File: config.mk
export PLATFORM = sky130hd
export DESIGN_NAME = motor_command_odometry_sweep_core_flat
export DESIGN_NICKNAME = d
export VERILOG_FILES = /design/src/hdl/mcos_pkg.sv /design/src/hdl/mcos_channels.sv /design/src/hdl/mcos_odometry.sv /design/src/hdl/mcos_sweep.sv /design/src/hdl/motor_command_odometry_sweep_core.sv /design/src/flat_wrapper.sv
export SDC_FILE = /design/constraint.sdc
export NUM_CORES = 1
export LEC_CHECK = 0
export ABC_CLOCK_PERIOD_IN_PS = 6100
export BUFFER_PORTS_ARGS = -buffer_cell sky130_fd_sc_hd__clkbuf_2
export CAP_MARGIN = 20
export CORE_MARGIN = 2
export CORE_UTILIZATION = 49
export CTS_CLUSTER_SIZE = 20
export DETAILED_ROUTE_END_ITERATION = 16
export PLACE_DENSITY_LB_ADDON = 0.25
export SYNTH_ARGS = -nofsm -noshare
export SYNTH_HDL_FRONTEND = slang
export SYNTH_SLANG_ARGS = --single-unit
File: constraint.sdc
create_clock -name clock -period 6.1 [get_ports clock]
set_input_delay 0.915 -clock clock [delete_from_list [all_inputs] [get_ports clock]]
set_output_delay 0.915 -clock clock [all_outputs]
set_load 0.02 [all_outputs]
File: src/hdl/mcos_pkg.sv
// Package with the shared types and constants of the motor command and odometry block.
`default_nettype none

package mcos_pkg;

   // Event codes carried in the op field of a request word.
   typedef enum logic [2:0] {
      OP_ENCODER  = 3'd0,
      OP_SETPOINT = 3'd1,
      OP_ENABLE   = 3'd2,
      OP_DISABLE  = 3'd3,
      OP_ODO_CLR  = 3'd4,
      OP_SPIN     = 3'd5,
      OP_FWDBACK  = 3'd6,
      OP_TICK     = 3'd7
   } op_type;

   typedef logic signed [15:0] speed_type;
   typedef logic signed [31:0] dist_type;

   // Drive command and flags that the sweep controller hands over for one tick.
   typedef struct packed {
      speed_type left_drive;
      speed_type right_drive;
      logic      motors_on;
      logic      sweep_running;
   } tick_status_type;

   localparam speed_type SPIN_LEFT_START    = 16'sd300;
   localparam speed_type SPIN_RIGHT_START   = -16'sd300;
   localparam speed_type SPIN_LEFT_FLOOR    = -16'sd300;
   localparam speed_type FWDBACK_START      = -16'sd150;
   localparam logic [15:0] STEP_TICKS_RESET = 16'd250;
   localparam logic [15:0] TICKS_MAX        = 16'hFFFF;

endpackage

`default_nettype wire

File: src/hdl/mcos_channels.sv
// Handshake interfaces for the request, response and register write channels.
`default_nettype none

interface mcos_req_if;
   logic                valid;
   logic                ready;
   mcos_pkg::op_type    op;
   mcos_pkg::speed_type left_value;
   mcos_pkg::speed_type right_value;

   modport source(output valid, output op, output left_value, output right_value, input ready);
   modport sink(input valid, input op, input left_value, input right_value, output ready);
endinterface

interface mcos_rsp_if;
   logic                valid;
   logic                ready;
   mcos_pkg::speed_type left_drive;
   mcos_pkg::speed_type right_drive;
   mcos_pkg::speed_type left_step;
   mcos_pkg::speed_type right_step;
   mcos_pkg::dist_type  left_distance;
   mcos_pkg::dist_type  right_distance;
   logic                motors_on;
   logic                sweep_running;

   modport source(output valid, output left_drive, output right_drive, output left_step,
                  output right_step, output left_distance, output right_distance,
                  output motors_on, output sweep_running, input ready);
   modport sink(input valid, input left_drive, input right_drive, input left_step,
                input right_step, input left_distance, input right_distance,
                input motors_on, input sweep_running, output ready);
endinterface

interface mcos_csr_if;
   logic        valid;
   logic        ready;
   logic [15:0] data;

   modport source(output valid, output data, input ready);
   modport sink(input valid, input data, output ready);
endinterface

`default_nettype wire

File: src/hdl/mcos_odometry.sv
// Encoder baseline, wrapping deltas and the two 32-bit odometers.
`default_nettype none

module mcos_odometry (
   input  wire logic                clock,
   input  wire logic                reset,
   input  wire logic                fire,
   input  wire mcos_pkg::op_type    op,
   input  wire mcos_pkg::speed_type left_value,
   input  wire mcos_pkg::speed_type right_value,
   output mcos_pkg::speed_type      left_step,
   output mcos_pkg::speed_type      right_step,
   output mcos_pkg::dist_type       left_distance,
   output mcos_pkg::dist_type       right_distance
);
   import mcos_pkg::*;

   speed_type prev_left_ff, prev_left_in, prev_right_ff, prev_right_in;
   speed_type delta_left_ff, delta_left_in, delta_right_ff, delta_right_in;
   dist_type  odo_left_ff, odo_left_in, odo_right_ff, odo_right_in;
   logic      seeded_ff, seeded_in;
   speed_type diff_left, diff_right;

   assign diff_left  = left_value - prev_left_ff;
   assign diff_right = right_value - prev_right_ff;

   always_comb begin
      prev_left_in   = prev_left_ff;
      prev_right_in  = prev_right_ff;
      delta_left_in  = delta_left_ff;
      delta_right_in = delta_right_ff;
      odo_left_in    = odo_left_ff;
      odo_right_in   = odo_right_ff;
      seeded_in      = seeded_ff;
      case (op)
         OP_ENCODER: begin
            // The first reading after reset only sets the baseline.
            if (seeded_ff) begin
               delta_left_in  = diff_left;
               delta_right_in = diff_right;
               odo_left_in    = odo_left_ff + dist_type'(diff_left);
               odo_right_in   = odo_right_ff + dist_type'(diff_right);
            end
            seeded_in     = 1'b1;
            prev_left_in  = left_value;
            prev_right_in = right_value;
         end
         OP_ODO_CLR: begin
            odo_left_in  = '0;
            odo_right_in = '0;
         end
         default: begin
         end
      endcase
   end

   always_ff @(posedge clock) begin
      if (reset) begin
         prev_left_ff   <= '0;
         prev_right_ff  <= '0;
         delta_left_ff  <= '0;
         delta_right_ff <= '0;
         odo_left_ff    <= '0;
         odo_right_ff   <= '0;
         seeded_ff      <= 1'b0;
      end else if (fire) begin
         prev_left_ff   <= prev_left_in;
         prev_right_ff  <= prev_right_in;
         delta_left_ff  <= delta_left_in;
         delta_right_ff <= delta_right_in;
         odo_left_ff    <= odo_left_in;
         odo_right_ff   <= odo_right_in;
         seeded_ff      <= seeded_in;
      end
   end

   assign left_step      = delta_left_ff;
   assign right_step     = delta_right_ff;
   assign left_distance  = odo_left_ff;
   assign right_distance = odo_right_ff;

endmodule

`default_nettype wire

File: src/hdl/mcos_sweep.sv
// Drive command, motor enable, speed sweeps and the tick counter between sweep steps.
`default_nettype none

module mcos_sweep (
   input  wire logic                clock,
   input  wire logic                reset,
   input  wire logic                fire,
   input  wire mcos_pkg::op_type    op,
   input  wire mcos_pkg::speed_type left_value,
   input  wire mcos_pkg::speed_type right_value,
   input  wire logic [15:0]         step_ticks,
   output mcos_pkg::tick_status_type status
);
   import mcos_pkg::*;

   speed_type   cmd_left_ff, cmd_left_in, cmd_right_ff, cmd_right_in;
   speed_type   sw_left_ff, sw_left_in, sw_right_ff, sw_right_in;
   logic        enable_ff, enable_in, spin_ff, spin_in, fwdback_ff, fwdback_in;
   logic [15:0] ticks_ff, ticks_in;

   logic        active;
   logic        enable_eff;
   speed_type   cmd_left_eff, cmd_right_eff;
   logic [15:0] ticks_inc;
   logic        do_step;
   speed_type   spin_left, spin_right, fb_left, fb_right;

   // A running sweep takes over the command and holds the motors on.
   assign active        = spin_ff | fwdback_ff;
   assign enable_eff    = enable_ff | active;
   assign cmd_left_eff  = active ? sw_left_ff : cmd_left_ff;
   assign cmd_right_eff = active ? sw_right_ff : cmd_right_ff;
   assign ticks_inc     = (ticks_ff == TICKS_MAX) ? ticks_ff : ticks_ff + 16'd1;
   assign do_step       = active && (ticks_inc > step_ticks);

   assign spin_left  = sw_left_ff - 16'sd1;
   assign spin_right = sw_right_ff + 16'sd1;
   assign fb_left    = (sw_left_ff > 16'sd0) ? -(sw_left_ff - 16'sd1) : -sw_left_ff;
   assign fb_right   = (sw_left_ff > 16'sd0) ? -(sw_right_ff - 16'sd1) : -sw_right_ff;

   always_comb begin
      cmd_left_in  = cmd_left_ff;
      cmd_right_in = cmd_right_ff;
      sw_left_in   = sw_left_ff;
      sw_right_in  = sw_right_ff;
      enable_in    = enable_ff;
      spin_in      = spin_ff;
      fwdback_in   = fwdback_ff;
      ticks_in     = ticks_ff;
      case (op)
         OP_SETPOINT: begin
            cmd_left_in  = left_value;
            cmd_right_in = right_value;
         end
         OP_ENABLE: begin
            cmd_left_in  = left_value;
            cmd_right_in = right_value;
            enable_in    = 1'b1;
         end
         OP_DISABLE: begin
            enable_in = 1'b0;
         end
         OP_SPIN: begin
            spin_in     = 1'b1;
            enable_in   = 1'b1;
            sw_left_in  = SPIN_LEFT_START;
            sw_right_in = SPIN_RIGHT_START;
         end
         OP_FWDBACK: begin
            fwdback_in  = 1'b1;
            enable_in   = 1'b1;
            sw_left_in  = FWDBACK_START;
            sw_right_in = FWDBACK_START;
         end
         OP_TICK: begin
            cmd_left_in  = cmd_left_eff;
            cmd_right_in = cmd_right_eff;
            enable_in    = enable_eff;
            ticks_in     = do_step ? 16'd0 : ticks_inc;
            if (do_step) begin
               if (spin_ff) begin
                  // The spin sweep takes precedence when both are running.
                  if (spin_left < SPIN_LEFT_FLOOR) begin
                     sw_left_in   = '0;
                     sw_right_in  = '0;
                     spin_in      = 1'b0;
                     enable_in    = 1'b0;
                     cmd_left_in  = '0;
                     cmd_right_in = '0;
                  end else begin
                     sw_left_in  = spin_left;
                     sw_right_in = spin_right;
                  end
               end else begin
                  sw_left_in  = fb_left;
                  sw_right_in = fb_right;
                  if (fb_left == 16'sd0) begin
                     fwdback_in   = 1'b0;
                     enable_in    = 1'b0;
                     cmd_left_in  = '0;
                     cmd_right_in = '0;
                  end
               end
            end
         end
         default: begin
         end
      endcase
   end

   always_ff @(posedge clock) begin
      if (reset) begin
         cmd_left_ff  <= '0;
         cmd_right_ff <= '0;
         sw_left_ff   <= '0;
         sw_right_ff  <= '0;
         enable_ff    <= 1'b0;
         spin_ff      <= 1'b0;
         fwdback_ff   <= 1'b0;
         ticks_ff     <= '0;
      end else if (fire) begin
         cmd_left_ff  <= cmd_left_in;
         cmd_right_ff <= cmd_right_in;
         sw_left_ff   <= sw_left_in;
         sw_right_ff  <= sw_right_in;
         enable_ff    <= enable_in;
         spin_ff      <= spin_in;
         fwdback_ff   <= fwdback_in;
         ticks_ff     <= ticks_in;
      end
   end

   // Drive is taken before the step, the flags after it.
   assign status.left_drive    = enable_eff ? cmd_left_eff : '0;
   assign status.right_drive   = enable_eff ? cmd_right_eff : '0;
   assign status.motors_on     = enable_in;
   assign status.sweep_running = spin_in | fwdback_in;

endmodule

`default_nettype wire

File: src/hdl/motor_command_odometry_sweep_core.sv
// Top level of the two-wheel motor command, odometry and speed sweep block.
//
// Usage: every request word on req_chan carries one event (encoder reading, setpoint,
// enable, disable, odometry clear, spin sweep start, forward/backward sweep start or
// tick) with two 16-bit values. Only a tick produces a response word on rsp_chan; it
// holds the gated drive command, the latest encoder deltas, both odometers and the
// motor and sweep flags. The csr_chan port writes the sweep step interval in ticks; it
// is always ready and should be written only while the block is idle.
//
// Flow: a request word is captured in an input register; once the response register is
// free or being emptied, the event logic updates the state from it and, for a tick, loads
// the response register that drives rsp_chan. One word is taken in every cycle while the
// receiver keeps up; the rate is set by the single state update per cycle.
//
// Reset clears the odometry and sweep state, sets the interval to 250 ticks and drops
// both valids. When the receiver stalls, the response register holds its word, the input
// register holds the next one, and req_chan.ready falls until the response is taken.
`default_nettype none

module motor_command_odometry_sweep_core (
   input  wire logic clock,
   input  wire logic reset,
   mcos_req_if.sink  req_chan,
   mcos_rsp_if.source rsp_chan,
   mcos_csr_if.sink  csr_chan
);
   import mcos_pkg::*;

   // Sweep step interval register.
   logic [15:0] step_ticks_ff;

   // Input register.
   logic      in_valid_ff, in_valid_in;
   op_type    in_op_ff;
   speed_type in_left_ff, in_right_ff;

   // Response register.
   logic            out_valid_ff, out_valid_in;
   speed_type       out_lstep_ff, out_rstep_ff;
   dist_type        out_ldist_ff, out_rdist_ff;
   tick_status_type out_status_ff;

   logic            fire;
   logic            req_take;
   speed_type       odo_lstep, odo_rstep;
   dist_type        odo_ldist, odo_rdist;
   tick_status_type tick_status;

   // The held word moves on whenever the response register is free or being emptied.
   assign fire     = in_valid_ff && (!out_valid_ff || rsp_chan.ready);
   assign req_take = req_chan.valid && req_chan.ready;

   assign req_chan.ready = !in_valid_ff || fire;
   assign csr_chan.ready = 1'b1;

   always_comb begin
      in_valid_in = in_valid_ff;
      if (req_take) begin
         in_valid_in = 1'b1;
      end else if (fire) begin
         in_valid_in = 1'b0;
      end
      out_valid_in = out_valid_ff;
      if (fire && (in_op_ff == OP_TICK)) begin
         out_valid_in = 1'b1;
      end else if (rsp_chan.ready) begin
         out_valid_in = 1'b0;
      end
   end

   always_ff @(posedge clock) begin
      if (reset) begin
         step_ticks_ff <= STEP_TICKS_RESET;
         in_valid_ff   <= 1'b0;
         out_valid_ff  <= 1'b0;
      end else begin
         if (csr_chan.valid) begin
            step_ticks_ff <= csr_chan.data;
         end
         in_valid_ff  <= in_valid_in;
         out_valid_ff <= out_valid_in;
      end
   end

   always_ff @(posedge clock) begin
      if (req_take) begin
         in_op_ff    <= req_chan.op;
         in_left_ff  <= req_chan.left_value;
         in_right_ff <= req_chan.right_value;
      end
   end

   // A tick leaves the odometry untouched, so its current values are the ones reported.
   always_ff @(posedge clock) begin
      if (fire && (in_op_ff == OP_TICK)) begin
         out_lstep_ff  <= odo_lstep;
         out_rstep_ff  <= odo_rstep;
         out_ldist_ff  <= odo_ldist;
         out_rdist_ff  <= odo_rdist;
         out_status_ff <= tick_status;
      end
   end

   mcos_odometry u_odometry (
      .clock          (clock),
      .reset          (reset),
      .fire           (fire),
      .op             (in_op_ff),
      .left_value     (in_left_ff),
      .right_value    (in_right_ff),
      .left_step      (odo_lstep),
      .right_step     (odo_rstep),
      .left_distance  (odo_ldist),
      .right_distance (odo_rdist)
   );

   mcos_sweep u_sweep (
      .clock       (clock),
      .reset       (reset),
      .fire        (fire),
      .op          (in_op_ff),
      .left_value  (in_left_ff),
      .right_value (in_right_ff),
      .step_ticks  (step_ticks_ff),
      .status      (tick_status)
   );

   assign rsp_chan.valid          = out_valid_ff;
   assign rsp_chan.left_drive     = out_status_ff.left_drive;
   assign rsp_chan.right_drive    = out_status_ff.right_drive;
   assign rsp_chan.left_step      = out_lstep_ff;
   assign rsp_chan.right_step     = out_rstep_ff;
   assign rsp_chan.left_distance  = out_ldist_ff;
   assign rsp_chan.right_distance = out_rdist_ff;
   assign rsp_chan.motors_on      = out_status_ff.motors_on;
   assign rsp_chan.sweep_running  = out_status_ff.sweep_running;

endmodule

`default_nettype wire

File: src/flat_wrapper.sv
// flat-port wrapper written by rule: the top's interface ports become plain ports
module motor_command_odometry_sweep_core_flat import mcos_pkg::*;
  (clock, reset, req_chan_valid, req_chan_op, req_chan_left_value, req_chan_right_value, req_chan_ready, rsp_chan_valid, rsp_chan_left_drive, rsp_chan_right_drive, rsp_chan_left_step, rsp_chan_right_step, rsp_chan_left_distance, rsp_chan_right_distance, rsp_chan_motors_on, rsp_chan_sweep_running, rsp_chan_ready, csr_chan_valid, csr_chan_data, csr_chan_ready);
  mcos_req_if req_chan_i ();
  mcos_rsp_if rsp_chan_i ();
  mcos_csr_if csr_chan_i ();
  input  wire logic clock;
  input  wire logic reset;
  input wire logic [$bits(req_chan_i.valid)-1:0] req_chan_valid;
  input wire logic [$bits(req_chan_i.op)-1:0] req_chan_op;
  input wire logic [$bits(req_chan_i.left_value)-1:0] req_chan_left_value;
  input wire logic [$bits(req_chan_i.right_value)-1:0] req_chan_right_value;
  output wire logic [$bits(req_chan_i.ready)-1:0] req_chan_ready;
  output wire logic [$bits(rsp_chan_i.valid)-1:0] rsp_chan_valid;
  output wire logic [$bits(rsp_chan_i.left_drive)-1:0] rsp_chan_left_drive;
  output wire logic [$bits(rsp_chan_i.right_drive)-1:0] rsp_chan_right_drive;
  output wire logic [$bits(rsp_chan_i.left_step)-1:0] rsp_chan_left_step;
  output wire logic [$bits(rsp_chan_i.right_step)-1:0] rsp_chan_right_step;
  output wire logic [$bits(rsp_chan_i.left_distance)-1:0] rsp_chan_left_distance;
  output wire logic [$bits(rsp_chan_i.right_distance)-1:0] rsp_chan_right_distance;
  output wire logic [$bits(rsp_chan_i.motors_on)-1:0] rsp_chan_motors_on;
  output wire logic [$bits(rsp_chan_i.sweep_running)-1:0] rsp_chan_sweep_running;
  input wire logic [$bits(rsp_chan_i.ready)-1:0] rsp_chan_ready;
  input wire logic [$bits(csr_chan_i.valid)-1:0] csr_chan_valid;
  input wire logic [$bits(csr_chan_i.data)-1:0] csr_chan_data;
  output wire logic [$bits(csr_chan_i.ready)-1:0] csr_chan_ready;
  assign req_chan_i.valid = req_chan_valid;
  assign req_chan_i.op = req_chan_op;
  assign req_chan_i.left_value = req_chan_left_value;
  assign req_chan_i.right_value = req_chan_right_value;
  assign req_chan_ready = req_chan_i.ready;
  assign rsp_chan_valid = rsp_chan_i.valid;
  assign rsp_chan_left_drive = rsp_chan_i.left_drive;
  assign rsp_chan_right_drive = rsp_chan_i.right_drive;
  assign rsp_chan_left_step = rsp_chan_i.left_step;
  assign rsp_chan_right_step = rsp_chan_i.right_step;
  assign rsp_chan_left_distance = rsp_chan_i.left_distance;
  assign rsp_chan_right_distance = rsp_chan_i.right_distance;
  assign rsp_chan_motors_on = rsp_chan_i.motors_on;
  assign rsp_chan_sweep_running = rsp_chan_i.sweep_running;
  assign rsp_chan_i.ready = rsp_chan_ready;
  assign csr_chan_i.valid = csr_chan_valid;
  assign csr_chan_i.data = csr_chan_data;
  assign csr_chan_ready = csr_chan_i.ready;
  motor_command_odometry_sweep_core u_core (.clock(clock), .reset(reset), .req_chan(req_chan_i), .rsp_chan(rsp_chan_i), .csr_chan(csr_chan_i));
endmodule
==> flow_summary.toml <==
[floorplanning]
die_x_microns = 212.5
dieArea_sq_um = 45160
die_h_microns = 212.5
rows = 76
start_util_pct = 49.57
io_pins = 189
core_area_sq_um = 42980

[clock_network]
cts_num_sinks = 395
ctsResizeCount = 0
cts_tree = "done"
insertion_delay_ps = 570
clk_transition_reported_paths_ps = 60
post_cts_buffers = 0
cts_hold_buf = 0
root_buffer = "clkbuf_16"
cts_buffer_depth = 3
cts_made_buffers = 42
htreeDepth = 2

[sta]
hold_violations = 0
slew_headroom_pct = 34.55
fin_crit_sh_pct = 94.26
min_period_ps = 5750
holdWs_ps = 430.6
setup_viol = 0
drv_slew = 0
tightest_slew_ps = 981.8
rsz0062_at_grt = "false"
finalSetupTns_ps = 0
fmax_mhz = 173.9
clock_skew_ps = 12.88

[synthesis]
netlist_instances = 2275
avgSynthCellArea_sq_um = 9.365
yosysSeqAreaShare_pct = 44.87
ys_async_sr_fraction_pct = 0
synth_ff_type = "dfxtp_1"
syn_nets = 2452
synth_edf_count = 165
yosys_warnings = 0
syn_area_sq_um = 21310
yosysUniqueCellTypes = 84
synth-seq-cells = 395

[global_route]
grt_pass1_vias = 16804
grt_usage_pct = 24.96
grt_max_degree = 78
antenna_found_initial = 1
grt_overflow = 0
grt_pass1_wl_microns = 89580

[power]
ir_drop_uv = 171.9
leakagePower_nw = 9.998
power_density_nw_per_um2 = 261.6

[setup_path]
slowest_stage = "edfxtp_1"
critical_path_buf_inv_count = 1
crit_path_max_fanout = 16
max_stage_delay_ps = 450
r2r_start = "u_core.in_left_ff[1]$_DFFE_PP_"
cp_data_arrival_time_ps = 6200
crit_type = "flip-flop to flip-flop"
endpoint_kind = "flip-flop"
cp_common_cell = "a21o_1"
critPathRequiredTime_ps = 6550
worst-r2r-cell-count = 19
cpLargestDelayFamily = "compound AO/OA/AOI/OAI gates"
reg2reg_slack_ps = 350
timing.critical_path.from_type = "flip-flop"
cp_cell_sequence = "ha_1 > nor2b_1 > o31a_1 > o41a_1 > o31ai_1 > o2111ai_1 > a21oi_1 > xnor2_1 > inv_1 > ha_1 > a21o_1 > a21o_1 > a221o_1 > and3_1 > a21o_1 > o2111a_1 > or3b_1 > and3_1 > a211o_1"
r2r_end = "u_core.u_odometry.left_distance[31]$_SDFFE_PP0P_"

[finish]
drive_gt1_share_pct = 14.02
areaGrowthSynthToFinish_pct = 13.45
multi_input_area_sq_um = 10850
layout.nets = 2577
diodes = 0
n_fill_cell = 3855
seq_area_sq_um = 9559

[route]
drt_wl_total_microns = 56800
vias = 17469
drt_pass1_iterations = 5
drc = 0
drt_iter0_markers = 1330
detail-route-antenna-nets = 0
wire_per_inst_microns = 18.82
vias_per_cell = 5.788

[hold_path]
hold_end = "u_core.rsp_chan.left_step[12]$_DFFE_PP_"
holdPathStages = 0
hold_class = "flip-flop to flip-flop"
min_from = "u_core.u_odometry.left_step[12]$_SDFFE_PP0P_"

[outcome]
status = "completed"

[run]
drv_cap = 0

[place]
gp_congestion = 0.8995
hpwl_microns = 39300
port-buffer-count = 187
-- flip-flops by register name, indices dropped and copies added (netlist names), 32 cells and up --
signal,flops
u_core.u_odometry.left_distance,32
u_core.rsp_chan.left_distance,32
u_core.rsp_chan.right_distance,32
u_core.u_odometry.right_distance,32
-- report_power, final --
group / leakage (nW) / switching (W) / internal (W) / total [W]
Sequential: 3.55 / 0.0000495 / 0.00279 / 0.00284
Clock: 0.707 / 0.00106 / 0.00163 / 0.00270
Combinational: 5.74 / 0.000491 / 0.000300 / 0.000791
-- layout by cell type, fill, tap and decap left out, types with 29 or more instances in the layout --
cell / synthesis / final
nor2_1: 170 / 169
a22oi_1: 40 / 40
a21o_1: 46 / 46
xnor2_1: 71 / 71
xor2_1: 58 / 58
o22ai_2: 30 / 30
ha_1: 117 / 117
and3_1: 49 / 49
clkbuf_2: 0 / 186
o21ai_0: 95 / 95
nand3_1: 53 / 53
a21oi_1: 225 / 225
mux2i_1: 49 / 49
buf_4: 2 / 29
edfxtp_1: 165 / 165
clkbuf_16: 0 / 45
nand2_1: 251 / 251
dfxtp_1: 230 / 230
nor3_1: 43 / 42
inv_1: 96 / 96
-- stage by stage --
step,util [%],std cells,setup slack [ps],cell area (sq um),total power [W]
3_3_place_gp,52.72,2938,616.7,22660,0.003651
5_1_grt,56.24,3018,48.50,24170,0.006557
6_report,56.24,3018,350.4,24170,0.006322
4_1_cts,56.09,3015,367.3,24110,0.006361
3_5_place_dp,52.72,2938,375.9,22660,0.003668
2_1_floorplan,-,2275,476.3,21310,0.003469
-- routing by layer --
| metal | vias to the layer above | global-route usage (%) | wire [microns] |
|---|---|---|---|
| li1 | 8469 | - | - |
| met1 | 8389 | 33.59 | 25580 |
| met2 | 510 | 41.54 | 26780 |
| met3 | 101 | 2.939 | 2879 |
| met4 | 0 | 8.874 | 1564 |
| met5 | - | 0 | 0 |
-- worst max-delay path by stage --
stage	startpoint	to	slack, ps	cells after the start
floorplan	rsp_chan_ready	u_core.u_sweep.ticks_ff[6]$_SDFFE_PP0P_	480	10
global placement	u_core.in_left_ff[1]$_DFFE_PP_	u_core.u_odometry.left_distance[31]$_SDFFE_PP0P_	620	19
detailed placement	u_core.in_left_ff[1]$_DFFE_PP_	u_core.u_odometry.left_distance[31]$_SDFFE_PP0P_	380	19
CTS	u_core.in_left_ff[1]$_DFFE_PP_	u_core.u_odometry.left_distance[31]$_SDFFE_PP0P_	370	19
global route	u_core.in_left_ff[1]$_DFFE_PP_	u_core.u_odometry.left_distance[31]$_SDFFE_PP0P_	50	19
finish	u_core.in_left_ff[1]$_DFFE_PP_	u_core.u_odometry.left_distance[31]$_SDFFE_PP0P_	350	19
-- Yosys cell counts, types with 30 or more instances --
cell,count,share of area (%)
and3_1,49,1.4
nand2_1,251,4.4
o21ai_0,95,2.2
a22oi_1,40,1.4
edfxtp_1,165,23
nand3_1,53,1.2
a21oi_1,225,5.3
nor2_1,170,3.0
mux2i_1,49,2.3
xnor2_1,71,2.9
o22ai_2,30,1.8
dfxtp_1,230,22
xor2_1,58,2.4
ha_1,117,6.9
a21o_1,46,1.6
clkbuf_1,116,2.0
nor3_1,43,1.0
inv_1,96,1.7
-- cell type report --
cell class / count / share of cell area (%)
clock buffers: 64 / 5.202
flip-flops and latches: 395 / 39.55
inverters: 97 / 1.527
clock inverters: 13 / 0.7868
well taps: 585 / 3.028
repair buffers: 218 / 5.026
multi-input cells: 1646 / 44.88
-- worst reg2reg max path, stage by stage (launching register included) --
cell	delay [ps]
edfxtp_1	450
ha_1	290
nor2b_1	140
o31a_1	280
o41a_1	350
o31ai_1	440
o2111ai_1	210
a21oi_1	250
xnor2_1	250
inv_1	410
ha_1	460
a21o_1	200
a21o_1	190
a221o_1	340
and3_1	190
a21o_1	180
o2111a_1	260
or3b_1	370
and3_1	160
a211o_1	250
-- logic make-up (layout without fill, tap and decap cells) --
family	after synthesis	count (layout)	synth area share [%]
other	1	1	0.01760
XOR/XNOR	130	130	5.379
buffers and inverters	234	392	4.363
flip-flops	395	395	44.87
multiplexers	51	51	2.408
AO/OA/AOI/OAI	622	622	19.47
AND/OR/NAND/NOR	721	721	16.25
adder cells (fa/ha/maj)	121	121	7.247
Power figures use the tool's default switching activity.
